$ cat src/rtl/bcpd_pkg.sv
`timescale 1ns / 1ps

package bcpd_pkg;

  localparam int unsigned TimeW  = 48;
  localparam int unsigned IvlW   = TimeW + 1;
  localparam int unsigned CfgW   = 32;
  localparam int unsigned BoundW = CfgW + 2;
  localparam int unsigned CountW = 8;
  localparam int unsigned CodeW  = 11;
  localparam int unsigned AddrW  = 4;

  localparam logic [CfgW-1:0]  TOL_RESET = 32'd10000000;
  localparam logic [CodeW-1:0] CODE_MAX  = 11'd1408;

  localparam logic [1:0] REG_TENS  = 2'd0;
  localparam logic [1:0] REG_UNITS = 2'd1;
  localparam logic [1:0] REG_GAP   = 2'd2;
  localparam logic [1:0] REG_TOL   = 2'd3;

  typedef struct packed {
    logic signed [BoundW-1:0] tens_lo;
    logic signed [BoundW-1:0] tens_hi;
    logic signed [BoundW-1:0] units_lo;
    logic signed [BoundW-1:0] units_hi;
    logic signed [BoundW-1:0] gap_lo;
    logic signed [BoundW-1:0] gap_hi;
    logic [CfgW-1:0]          end_gap;
  } bcpd_bounds_t;

endpackage

$ cat src/rtl/blink_code_pulse_decoder_unit.sv
`timescale 1ns / 1ps
// An edge beat is held in the input register; its result beat then leaves the output register.
// Throughput: one edge beat per cycle unless stalled, set by the single input register and compare stage.
// A stalled result only holds the input back when the next edge would also close a frame.
// Reset is asynchronous and active low; it clears the valid flags, the counts, the first-edge
// flag and the configuration registers, except the tolerance, which returns to ten million.

module blink_code_pulse_decoder_unit import bcpd_pkg::*; (
  input  logic                   clk_i,
  input  logic                   rst_ni,
  input  logic                   psel,
  input  logic                   penable,
  input  logic                   pwrite,
  input  logic [AddrW-1:0]       paddr,
  input  logic [CfgW-1:0]        pwdata,
  output logic [CfgW-1:0]        prdata,
  output logic                   pready,
  input  logic                   in_valid_i,
  output logic                   in_stall_o,
  input  logic [TimeW-1:0]       edge_time_i,
  output logic                   out_valid_o,
  input  logic                   out_stall_i,
  output logic [CodeW-1:0]       error_code_o,
  output logic [TimeW-1:0]       frame_start_o,
  output logic signed [IvlW-1:0] frame_end_o
);

  bcpd_bounds_t bounds;

  bcpd_regs u_regs (
    .clk_i    (clk_i),
    .rst_ni   (rst_ni),
    .psel     (psel),
    .penable  (penable),
    .pwrite   (pwrite),
    .paddr    (paddr),
    .pwdata   (pwdata),
    .prdata   (prdata),
    .pready   (pready),
    .bounds_o (bounds)
  );

  bcpd_core u_core (
    .clk_i         (clk_i),
    .rst_ni        (rst_ni),
    .bounds_i      (bounds),
    .in_valid_i    (in_valid_i),
    .in_stall_o    (in_stall_o),
    .edge_time_i   (edge_time_i),
    .out_valid_o   (out_valid_o),
    .out_stall_i   (out_stall_i),
    .error_code_o  (error_code_o),
    .frame_start_o (frame_start_o),
    .frame_end_o   (frame_end_o)
  );

endmodule

$ cat src/rtl/bcpd_regs.sv
`timescale 1ns / 1ps

module bcpd_regs import bcpd_pkg::*; (
  input  logic             clk_i,
  input  logic             rst_ni,
  input  logic             psel,
  input  logic             penable,
  input  logic             pwrite,
  input  logic [AddrW-1:0] paddr,
  input  logic [CfgW-1:0]  pwdata,
  output logic [CfgW-1:0]  prdata,
  output logic             pready,
  output bcpd_bounds_t     bounds_o
);

  logic [CfgW-1:0] tens_q, units_q, gap_q, tol_q;
  logic [1:0]      reg_idx;
  logic            wr_en;
  bcpd_bounds_t    bounds_d, bounds_q, bounds_rst;

  assign pready  = 1'b1;
  assign reg_idx = paddr[3:2];
  assign wr_en   = psel && penable && pwrite && pready;

  always_ff @(posedge clk_i or negedge rst_ni) begin
    if (!rst_ni) begin
      tens_q  <= '0;
      units_q <= '0;
      gap_q   <= '0;
      tol_q   <= TOL_RESET;
    end else if (wr_en) begin
      unique case (reg_idx)
        REG_TENS:  tens_q  <= pwdata;
        REG_UNITS: units_q <= pwdata;
        REG_GAP:   gap_q   <= pwdata;
        REG_TOL:   tol_q   <= pwdata;
        default:   ;
      endcase
    end
  end

  always_comb begin
    unique case (reg_idx)
      REG_TENS:  prdata = tens_q;
      REG_UNITS: prdata = units_q;
      REG_GAP:   prdata = gap_q;
      REG_TOL:   prdata = tol_q;
      default:   prdata = '0;
    endcase
  end

  // A match needs lo < interval < hi, with lo = spacing - tol and hi = spacing + tol.
  always_comb begin
    bounds_d.tens_lo  = $signed({2'b00, tens_q})  - $signed({2'b00, tol_q});
    bounds_d.tens_hi  = $signed({2'b00, tens_q})  + $signed({2'b00, tol_q});
    bounds_d.units_lo = $signed({2'b00, units_q}) - $signed({2'b00, tol_q});
    bounds_d.units_hi = $signed({2'b00, units_q}) + $signed({2'b00, tol_q});
    bounds_d.gap_lo   = $signed({2'b00, gap_q})   - $signed({2'b00, tol_q});
    bounds_d.gap_hi   = $signed({2'b00, gap_q})   + $signed({2'b00, tol_q});
    bounds_d.end_gap  = gap_q;
  end

  always_comb begin
    bounds_rst.tens_lo  = -$signed({2'b00, TOL_RESET});
    bounds_rst.tens_hi  = $signed({2'b00, TOL_RESET});
    bounds_rst.units_lo = -$signed({2'b00, TOL_RESET});
    bounds_rst.units_hi = $signed({2'b00, TOL_RESET});
    bounds_rst.gap_lo   = -$signed({2'b00, TOL_RESET});
    bounds_rst.gap_hi   = $signed({2'b00, TOL_RESET});
    bounds_rst.end_gap  = '0;
  end

  always_ff @(posedge clk_i or negedge rst_ni) begin
    if (!rst_ni) begin
      bounds_q <= bounds_rst;
    end else begin
      bounds_q <= bounds_d;
    end
  end

  assign bounds_o = bounds_q;

endmodule

$ cat src/rtl/bcpd_core.sv
`timescale 1ns / 1ps

module bcpd_core import bcpd_pkg::*; (
  input  logic                    clk_i,
  input  logic                    rst_ni,
  input  bcpd_bounds_t            bounds_i,
  input  logic                    in_valid_i,
  output logic                    in_stall_o,
  input  logic [TimeW-1:0]        edge_time_i,
  output logic                    out_valid_o,
  input  logic                    out_stall_i,
  output logic [CodeW-1:0]        error_code_o,
  output logic [TimeW-1:0]        frame_start_o,
  output logic signed [IvlW-1:0]  frame_end_o
);

  logic                   s1_valid_q;
  logic [TimeW-1:0]       s1_time_q;
  logic                   seen_first_q;
  logic [TimeW-1:0]       prev_edge_q;
  logic [TimeW-1:0]       frame_begin_q;
  logic [CountW-1:0]      tens_count_q, units_count_q;
  logic [CountW-1:0]      tens_count_d, units_count_d;
  logic                   out_valid_q;
  logic [CodeW-1:0]       error_code_q;
  logic [TimeW-1:0]       frame_start_q;
  logic signed [IvlW-1:0] frame_end_q;

  logic                   in_accept, s1_fire, s1_emit, out_busy;
  logic signed [IvlW-1:0] interval;
  logic signed [IvlW:0]   ivl_x;
  logic                   tens_hit, units_hit, gap_hit;
  logic [CountW-1:0]      tens_digit, units_digit;
  logic [CodeW-1:0]       code_d;
  logic signed [IvlW-1:0] frame_end_d;

  function automatic logic in_window(logic signed [IvlW:0] v,
                                     logic signed [BoundW-1:0] lo,
                                     logic signed [BoundW-1:0] hi);
    logic signed [IvlW:0] lo_x;
    logic signed [IvlW:0] hi_x;
    lo_x = {{(IvlW + 1 - BoundW){lo[BoundW-1]}}, lo};
    hi_x = {{(IvlW + 1 - BoundW){hi[BoundW-1]}}, hi};
    return (v > lo_x) && (v < hi_x);
  endfunction

  assign interval  = $signed({1'b0, s1_time_q}) - $signed({1'b0, prev_edge_q});
  assign ivl_x     = {interval[IvlW-1], interval};
  assign tens_hit  = in_window(ivl_x, bounds_i.tens_lo, bounds_i.tens_hi);
  assign units_hit = in_window(ivl_x, bounds_i.units_lo, bounds_i.units_hi);
  assign gap_hit   = in_window(ivl_x, bounds_i.gap_lo, bounds_i.gap_hi);

  assign s1_emit    = seen_first_q && gap_hit;
  assign out_busy   = out_valid_q && out_stall_i;
  assign in_stall_o = s1_valid_q && s1_emit && out_busy;
  assign s1_fire    = s1_valid_q && !in_stall_o;
  assign in_accept  = in_valid_i && !in_stall_o;

  assign tens_count_d  = (tens_hit && (tens_count_q != '1)) ?
                         tens_count_q + CountW'(1) : tens_count_q;
  assign units_count_d = (units_hit && (units_count_q != '1)) ?
                         units_count_q + CountW'(1) : units_count_q;

  assign tens_digit  = CountW'(({1'b0, tens_count_d} + 9'd1) >> 1);
  assign units_digit = CountW'(({1'b0, units_count_d} + 9'd1) >> 1);
  assign code_d      = ({tens_digit, 3'b000}) + CodeW'({tens_digit, 1'b0})
                       + CodeW'(units_digit);
  assign frame_end_d = $signed({1'b0, s1_time_q})
                       - $signed({{(IvlW - CfgW){1'b0}}, bounds_i.end_gap});

  always_ff @(posedge clk_i or negedge rst_ni) begin
    if (!rst_ni) begin
      s1_valid_q <= 1'b0;
    end else if (in_accept) begin
      s1_valid_q <= 1'b1;
    end else if (s1_fire) begin
      s1_valid_q <= 1'b0;
    end
  end

  always_ff @(posedge clk_i) begin
    if (in_accept) begin
      s1_time_q <= edge_time_i;
    end
  end

  always_ff @(posedge clk_i or negedge rst_ni) begin
    if (!rst_ni) begin
      seen_first_q  <= 1'b0;
      prev_edge_q   <= '0;
      frame_begin_q <= '0;
      tens_count_q  <= '0;
      units_count_q <= '0;
    end else if (s1_fire) begin
      seen_first_q <= 1'b1;
      prev_edge_q  <= s1_time_q;
      if (!seen_first_q) begin
        frame_begin_q <= s1_time_q;
      end else if (s1_emit) begin
        frame_begin_q <= s1_time_q;
        tens_count_q  <= '0;
        units_count_q <= '0;
      end else begin
        tens_count_q  <= tens_count_d;
        units_count_q <= units_count_d;
      end
    end
  end

  always_ff @(posedge clk_i or negedge rst_ni) begin
    if (!rst_ni) begin
      out_valid_q <= 1'b0;
    end else if (s1_fire && s1_emit) begin
      out_valid_q <= 1'b1;
    end else if (!out_stall_i) begin
      out_valid_q <= 1'b0;
    end
  end

  always_ff @(posedge clk_i) begin
    if (s1_fire && s1_emit) begin
      error_code_q  <= code_d;
      frame_start_q <= frame_begin_q;
      frame_end_q   <= frame_end_d;
    end
  end

  assign out_valid_o   = out_valid_q;
  assign error_code_o  = error_code_q;
  assign frame_start_o = frame_start_q;
  assign frame_end_o   = frame_end_q;

`ifndef ASSERT_OFF
  a_no_overwrite: assert property (@(posedge clk_i) disable iff (!rst_ni)
    out_busy |-> !(s1_fire && s1_emit))
    else $error("Result register overwritten while stalled.");

  a_counts_clear: assert property (@(posedge clk_i) disable iff (!rst_ni)
    (s1_fire && s1_emit) |=> (tens_count_q == '0) && (units_count_q == '0))
    else $error("Counts not cleared after frame end.");

  a_first_edge: assert property (@(posedge clk_i) disable iff (!rst_ni)
    (s1_fire && !seen_first_q) |=>
      (seen_first_q && !$rose(out_valid_q) && (frame_begin_q == $past(s1_time_q))))
    else $error("First edge handled wrongly.");

  a_code_range: assert property (@(posedge clk_i) disable iff (!rst_ni)
    out_valid_q |-> (error_code_q <= CODE_MAX))
    else $error("Code out of range.");
`endif

endmodule
$ cat config.mk
export PLATFORM = sky130hd
export DESIGN_NAME = blink_code_pulse_decoder_unit
export DESIGN_NICKNAME = d
export VERILOG_FILES = /design/src/rtl/bcpd_pkg.sv /design/src/rtl/blink_code_pulse_decoder_unit.sv /design/src/rtl/bcpd_regs.sv /design/src/rtl/bcpd_core.sv
export SDC_FILE = /design/constraint.sdc
export NUM_CORES = 1
export LEC_CHECK = 0
export BUFFER_PORTS_ARGS = -buffer_cell sky130_fd_sc_hd__buf_2
export CAP_MARGIN = 0
export CORE_ASPECT_RATIO = 1.1
export CORE_MARGIN = 2
export CORE_UTILIZATION = 55
export CTS_CLUSTER_DIAMETER = 60
export CTS_CLUSTER_SIZE = 12
export DETAILED_ROUTE_END_ITERATION = 10
export GPL_ROUTABILITY_DRIVEN = 0
export HOLD_SLACK_MARGIN = 0.02
export PLACE_DENSITY = 0.78
export SYNTH_ARGS = -nofsm -noshare
export SYNTH_HDL_FRONTEND = slang
export SYNTH_SLANG_ARGS = --single-unit
$ cat constraint.sdc
create_clock -name clk_i -period 13.3 [get_ports clk_i]
set_input_delay 2.66 -clock clk_i [delete_from_list [all_inputs] [get_ports clk_i]]
set_output_delay 2.66 -clock clk_i [all_outputs]
set_load 0.02 [all_outputs]
==> results of run 1 <==
-- power by group through the flow --
stage,Sequential (µW),Combinational [µW],Clock [µW]
after floorplan,3300,4230,0
after detailed placement,3280,5920,0
after CTS,3250,5980,1820
after global routing,3330,6710,1900
after global placement,3250,5720,0
final,3260,6040,1780
-- registers in the layout (all words and copies together) (netlist names) --
register	cells
u_core.error_code_o	11
u_core.frame_begin_q	48
u_core.frame_end_o	49
u_core.frame_start_o	48
u_core.out_valid_o	1
u_core.prev_edge_q	48
u_core.s1_time_q	48
u_core.s1_valid_q	1
u_core.seen_first_q	1
u_core.tens_count_q	8
u_core.units_count_q	8
u_regs.bounds_o	227
u_regs.gap_q	32
u_regs.tens_q	32
u_regs.tol_q	32
u_regs.units_q	32
-- synthesized netlist by cell type, drive strengths merged, types with 89 or more instances --
cell | number | area, µm²
edfxtp | 156 | 4680
xnor2 | 181 | 1590
inv | 455 | 1710
mux2 | 222 | 2570
nor2 | 266 | 1000
dfrtp | 381 | 9530
a21oi | 297 | 1490
ha | 530 | 6630
a21o | 106 | 796
dfstp | 89 | 2340
nand2 | 144 | 541
o21ai | 195 | 980
-- placed cells by master, fill, tap and decap left out, types with 11 or more instances in the layout --
cell       count
dfstp_2       89
nor2_1       265
a31oi_1       27
a41oi_1       11
o31ai_1       17
o211ai_1      18
or3_1         23
and3_1        28
a21oi_1      297
o21ai_0      187
o21bai_1      50
nand2_1      143
nand3_1       63
xnor2_1      181
clkbuf_16     69
buf_4         32
nand2b_1      43
nor3_1        65
clkbuf_1      36
nand4_1       57
o21a_1        39
inv_1        455
buf_2        229
fa_1          14
edfxtp_1     156
and2_1        12
nor4_1        16
mux4_2        32
mux2_2       201
a211oi_1      25
a21o_1       106
dfrtp_1      381
or2_2         11
nor2b_1       62
xor2_1        88
ha_1         530
mux2_4        20
-- logic make-up after synthesis --
| kind of cell | count (synthesis) | share of synthesized area [%] |
|---|---|---|
| AND/OR/NAND/NOR | 846 | 10.2 |
| other | 1 | 0.00907 |
| AO/OA/AOI/OAI | 915 | 14.2 |
| buffers and inverters | 558 | 5.21 |
| multiplexers | 254 | 7.97 |
| flip-flops | 626 | 40.0 |
| XOR/XNOR | 269 | 5.70 |
| adder cells (fa/ha/maj) | 544 | 16.7 |
-- critical path: cells and delay by family (launching register included) --
family | cells | cell delay, ps
XOR/XNOR | 3 | 510
AND/OR/NAND/NOR | 12 | 2390
multiplexers | 1 | 440
adder cells (fa/ha/maj) | 5 | 1770
buffers and inverters | 2 | 230
flip-flops | 1 | 460
AO/OA/AOI/OAI | 16 | 4820
-- through the flow --
step / area, µm² / utilization (%)
detailed placement: 43600 / 58.5
global route: 45600 / 61.2
global placement: 43600 / 58.5
CTS: 45600 / 61.2
finish: 45600 / 61.2
floorplan: 41400 / -
-- metal layers --
metal,track usage (%),up-vias
met5,0,-
met4,9.92,0
met3,4.36,215
li1,-,14715
met1,35.0,14996
met2,44.7,1050
-- final cells by class --
type                    instances  area share, %
multi-input cells            2829           49.7
flip-flops and latches        626           36.3
repair buffers                263           3.12
clock inverters                 9          0.219
clock buffers                 110           4.23
inverters                     455           3.75
diodes                          1        0.00549
well taps                     963           2.64
-- path summary, 6_finish.rpt --
kind | slack [ps] | endpoint | from | cells after the start
max in group asynchronous | 8910 | u_core.prev_edge_q[37] | rst_ni | 3
worst min-delay path | 440 | u_core.frame_start_o[5] | u_core.frame_begin_q[5] | 0
worst max register to register | 2420 | u_core.error_code_o[10] | u_core.s1_time_q[3] | 39
min in group asynchronous | 2080 | u_regs.units_q[2] | rst_ni | 1
worst min register to register | 440 | u_core.frame_start_o[5] | u_core.frame_begin_q[5] | 0
worst max-delay path | 2420 | u_core.error_code_o[10] | u_core.s1_time_q[3] | 39
==> impl_metrics.env, run 1 <==
export IMPL_status="complete, no violations"
export IMPL_finClkSkew_ps=36.0
export IMPL_drv_cap=0
export IMPL_cts_max_level=3
export IMPL_cts_resized=0
export IMPL_seqPwrFrac_pct=29.4
export IMPL_powerDensity_nw_per_um2=243
export IMPL_grt_pass1_wl_mm=164
export IMPL_drtIter0Drc=2242
export IMPL_place_ws_ps=2670
export IMPL_p_total_uw=11100
export IMPL_grt_max_degree=148
export IMPL_initial_utilization_pct=55.5
export IMPL_cp_required_ps=13650
export IMPL_ys_flop_type="dfrtp_1"
export IMPL_fin_crit_sh_pct=81.8
export IMPL_numPortBuffers=230
export IMPL_viasPerCell=5.89
export IMPL_syn_inst=4013
export IMPL_internal_power_uw=6320
export IMPL_grt_setup_unrepaired="no"
export IMPL_hold_buffers=0
export IMPL_finalSetupViolCount=0
export IMPL_post_cts_buffers=0
export IMPL_grt_antenna_before_repair=1
export IMPL_switchingPower_uw=4750
export IMPL_finalWirelength_mm=103
export IMPL_syn_area_um2=41400
export IMPL_maxSlewViolCount=0
export IMPL_ys_ff_latch=626
export IMPL_dp_cells=5136
export IMPL_fin_crit_ps=10880
export IMPL_area_growth_pct=10.3
export IMPL_wl_per_cell_um=19.6
export IMPL_die_area_um2=77400
export IMPL_ant_nets=0
export IMPL_clk_latency_ps=620
export IMPL_clk_pin_slew_ps=60
export IMPL_crit_path_end_kind="register"
export IMPL_pwr_share_comb_pct=54.5
export IMPL_grt_usage_pct=26.7
export IMPL_root_buffer="clkbuf_16"
export IMPL_met1Wirelength_mm=43.7
export IMPL_highest_layer="met4"
export IMPL_slew_headroom_pct=8.74
export IMPL_fin_setup_tns_ps=0
export IMPL_syn_avg_cell_area_um2=10.3
export IMPL_multi_input_area_um2=22700
export IMPL_ir_worst_vdd_mv=0.111
export IMPL_fmax_ghz=0.0919
export IMPL_wl_met3_mm=7.00
export IMPL_cts_tree="yes"
export IMPL_dr_wl_met2_mm=48.9
export IMPL_yosys_warnings=0
export IMPL_cp_slowest_cell="o311ai_0"
export IMPL_core_area_um2=74500
export IMPL_whs_ps=439
export IMPL_cp_arrival_ps=11230
export IMPL_drive_gt1_share_pct=16.9
export IMPL_fin_cells=5256
export IMPL_fp_row_count=105
export IMPL_fp_dieH_um=292
export IMPL_p_clk_share_pct=16.1
export IMPL_startpoint_type="register"
export IMPL_path_max_fanout=12
export IMPL_synth_cell_types=96
export IMPL_drc=0
export IMPL_n_fill_cell=6043
export IMPL_path_class="reg -> reg"
export IMPL_hpwl_mm=79.8
export IMPL_synth_nets=4648
export IMPL_ys_seq_area_share_pct=40.0
export IMPL_dr_pass1_iters=6
export IMPL_sw_frac_of_total_pct=42.9
export IMPL_die_width_um=265
export IMPL_holdCritPathClass="reg -> reg"
export IMPL_gr_total_overflow=0
export IMPL_ios=234
export IMPL_clock_sinks=626
export IMPL_report_final_hold_viol_count=0
export IMPL_max_stage_delay_ps=1130
export IMPL_numCtsBuffers=66
export IMPL_regArea_um2=16600
export IMPL_grt_pass1_vias=31065
export IMPL_async_reset_ff_share_pct=75.1
export IMPL_vias=30976
export IMPL_p_leak_uw=0.0214
export IMPL_fin_ws_ps=2420
export IMPL_cts_buffer_depth=3
export IMPL_nets=4876
export IMPL_synth_edf_count=156
export IMPL_worstMarginPinSlew_ps=1350
(Power assumes the default switching activity.)
==> run 2, diff against run 1 <==
- clock period: 13.3 -> 9.65 ns (I/O delays scaled with it)
==> run 2 against run 1 <==
Compared with the run above: power is 38% higher; critical endpoint unchanged; non-clock buffer count is 19 higher; worst hold slack better by 7.2 ps; sequential cell count stayed put; maximum frequency is 21% higher.
==> impl_metrics.env, run 2 (same netlist as run 1, synthesis figures left out) <==
export IMPL_switchingPower_uw=6630
export IMPL_clock_sinks=626
export IMPL_clk_pin_slew_ps=60
export IMPL_fp_row_count=105
export IMPL_max_stage_delay_ps=620
export IMPL_cp_slowest_cell="or4_1"
export IMPL_seqPwrFrac_pct=29.5
export IMPL_crit_path_end_kind="register"
export IMPL_slew_headroom_pct=18.5
export IMPL_viasPerCell=5.90
export IMPL_numPortBuffers=230
export IMPL_p_leak_uw=0.0214
export IMPL_fmax_ghz=0.111
export IMPL_nets=4890
export IMPL_worstMarginPinSlew_ps=1210
export IMPL_fin_crit_ps=9020
export IMPL_gr_total_overflow=0
export IMPL_p_clk_share_pct=14.9
export IMPL_core_area_um2=74500
export IMPL_path_max_fanout=11
export IMPL_numCtsBuffers=61
export IMPL_root_buffer="clkbuf_16"
export IMPL_grt_pass1_wl_mm=164
export IMPL_final_cell_mix="ha_1, inv_1, dfrtp_1"
export IMPL_path_class="reg -> reg"
export IMPL_dp_cells=5155
export IMPL_ant_nets=0
export IMPL_cts_buffer_depth=3
export IMPL_finalWirelength_mm=104
export IMPL_cts_tree="yes"
export IMPL_holdCritPathClass="reg -> reg"
export IMPL_die_area_um2=77400
export IMPL_ir_worst_vdd_mv=0.197
export IMPL_hpwl_mm=81.3
export IMPL_ios=234
export IMPL_powerDensity_nw_per_um2=335
export IMPL_n_fill_cell=6052
export IMPL_status="complete, no violations"
export IMPL_fin_cells=5269
export IMPL_final_common_cell="ha_1"
export IMPL_initial_utilization_pct=55.5
export IMPL_drc=0
export IMPL_drv_cap=0
export IMPL_fin_crit_sh_pct=93.5
export IMPL_grt_pass1_vias=30812
export IMPL_startpoint_type="register"
export IMPL_maxSlewViolCount=0
export IMPL_drive_gt1_share_pct=17.1
export IMPL_whs_ps=446
export IMPL_grt_antenna_before_repair=3
export IMPL_grt_usage_pct=26.7
export IMPL_area_growth_pct=10.1
export IMPL_finalSetupViolCount=0
export IMPL_cts_max_level=2
export IMPL_fin_setup_tns_ps=0
export IMPL_grt_max_degree=129
export IMPL_drtIter0Drc=2225
export IMPL_report_final_hold_viol_count=0
export IMPL_vias=31078
export IMPL_p_total_uw=15300
export IMPL_cp_arrival_ps=9390
export IMPL_grt_setup_unrepaired="no"
export IMPL_hold_buffers=0
export IMPL_finClkSkew_ps=24.0
export IMPL_cp_required_ps=10020
export IMPL_largest_reg_flops=227
export IMPL_pwr_share_comb_pct=55.7
export IMPL_fp_dieH_um=292
export IMPL_wl_per_cell_um=19.7
export IMPL_dr_pass1_iters=5
export IMPL_clk_latency_ps=640
export IMPL_internal_power_uw=8630
export IMPL_sw_frac_of_total_pct=43.5
export IMPL_die_width_um=265
[run 2: changes by cell type in the layout (fill, tap and decap cells not counted), moves of 2 or more]
cell       delta
clkbuf_16     -7
clkbuf_1      +2
clkbuf_8      -3
buf_4        +18
inv_6         -4
clkinv_2      +7
[run 2: final cells by class]
class                   count  area (µm²)  area share, %
repair buffers            282        1580           3.46
well taps                 963        1200           2.64
clock buffers             102        1720           3.78
inverters                 455        1710           3.75
diodes                      1        2.50        0.00549
multi-input cells        2829       22700           49.8
clock inverters            11         100          0.220
flip-flops and latches    626       16600           36.3
[run 2: worst paths after layout]
check	start	to	slack, ps	depth (start not counted)
max	u_core.s1_time_q[16]	u_core.error_code_o[10]	630	35
min	u_core.frame_begin_q[11]	u_core.frame_start_o[11]	450	0
max reg2reg	u_core.s1_time_q[16]	u_core.error_code_o[10]	630	35
min reg2reg	u_core.frame_begin_q[11]	u_core.frame_start_o[11]	450	0
max in group asynchronous	rst_ni	u_core.prev_edge_q[44]	6560	3
min in group asynchronous	rst_ni	u_regs.tol_q[2]	1300	1
[run 2: what timing repair did]
item	4_1_cts	5_1_grt
endpoints found under the setup margin	0	3
setup buffers	0	0
resized for setup	0	2
[run 2: routing by layer]
layer	vias to the layer above	share of wire [%]	GRT usage, %
met5	-	0.023	0
li1	14749	-	-
met4	4	4.1	10.5
met3	224	6.1	3.55
met2	1025	46	43.7
met1	15076	43	36.0
[run 2: critical path, delay by kind of cell, from the launching register on]
family	cells	cell delay (ps)
buffers and inverters	3	410
and+or+nand+nor	11	2290
xor gates and xnor gates	4	830
adders and majority gates	5	1860
AOI/OAI and AO/OA	12	2840
DFF	1	510
[run 2: power by group through the flow]
stage	Combinational [µW]	Clock (µW)	Sequential, µW
final	8490	2270	4500
after global routing	9410	2410	4590
after CTS	8410	2310	4490
after detailed placement	8320	0	4530
after global placement	8040	0	4490
after floorplan	5830	0	4530
[run 2: per-stage QoR]
step | cell area, µm² | util, % | setup slack [ps]
final | 45600 | 61.2 | 630
after global routing | 45600 | 61.2 | 60.7
after CTS | 45600 | 61.2 | 142
after detailed placement | 43700 | 58.7 | 383
after global placement | 43700 | 58.7 | 603
after floorplan | 41400 | - | 557
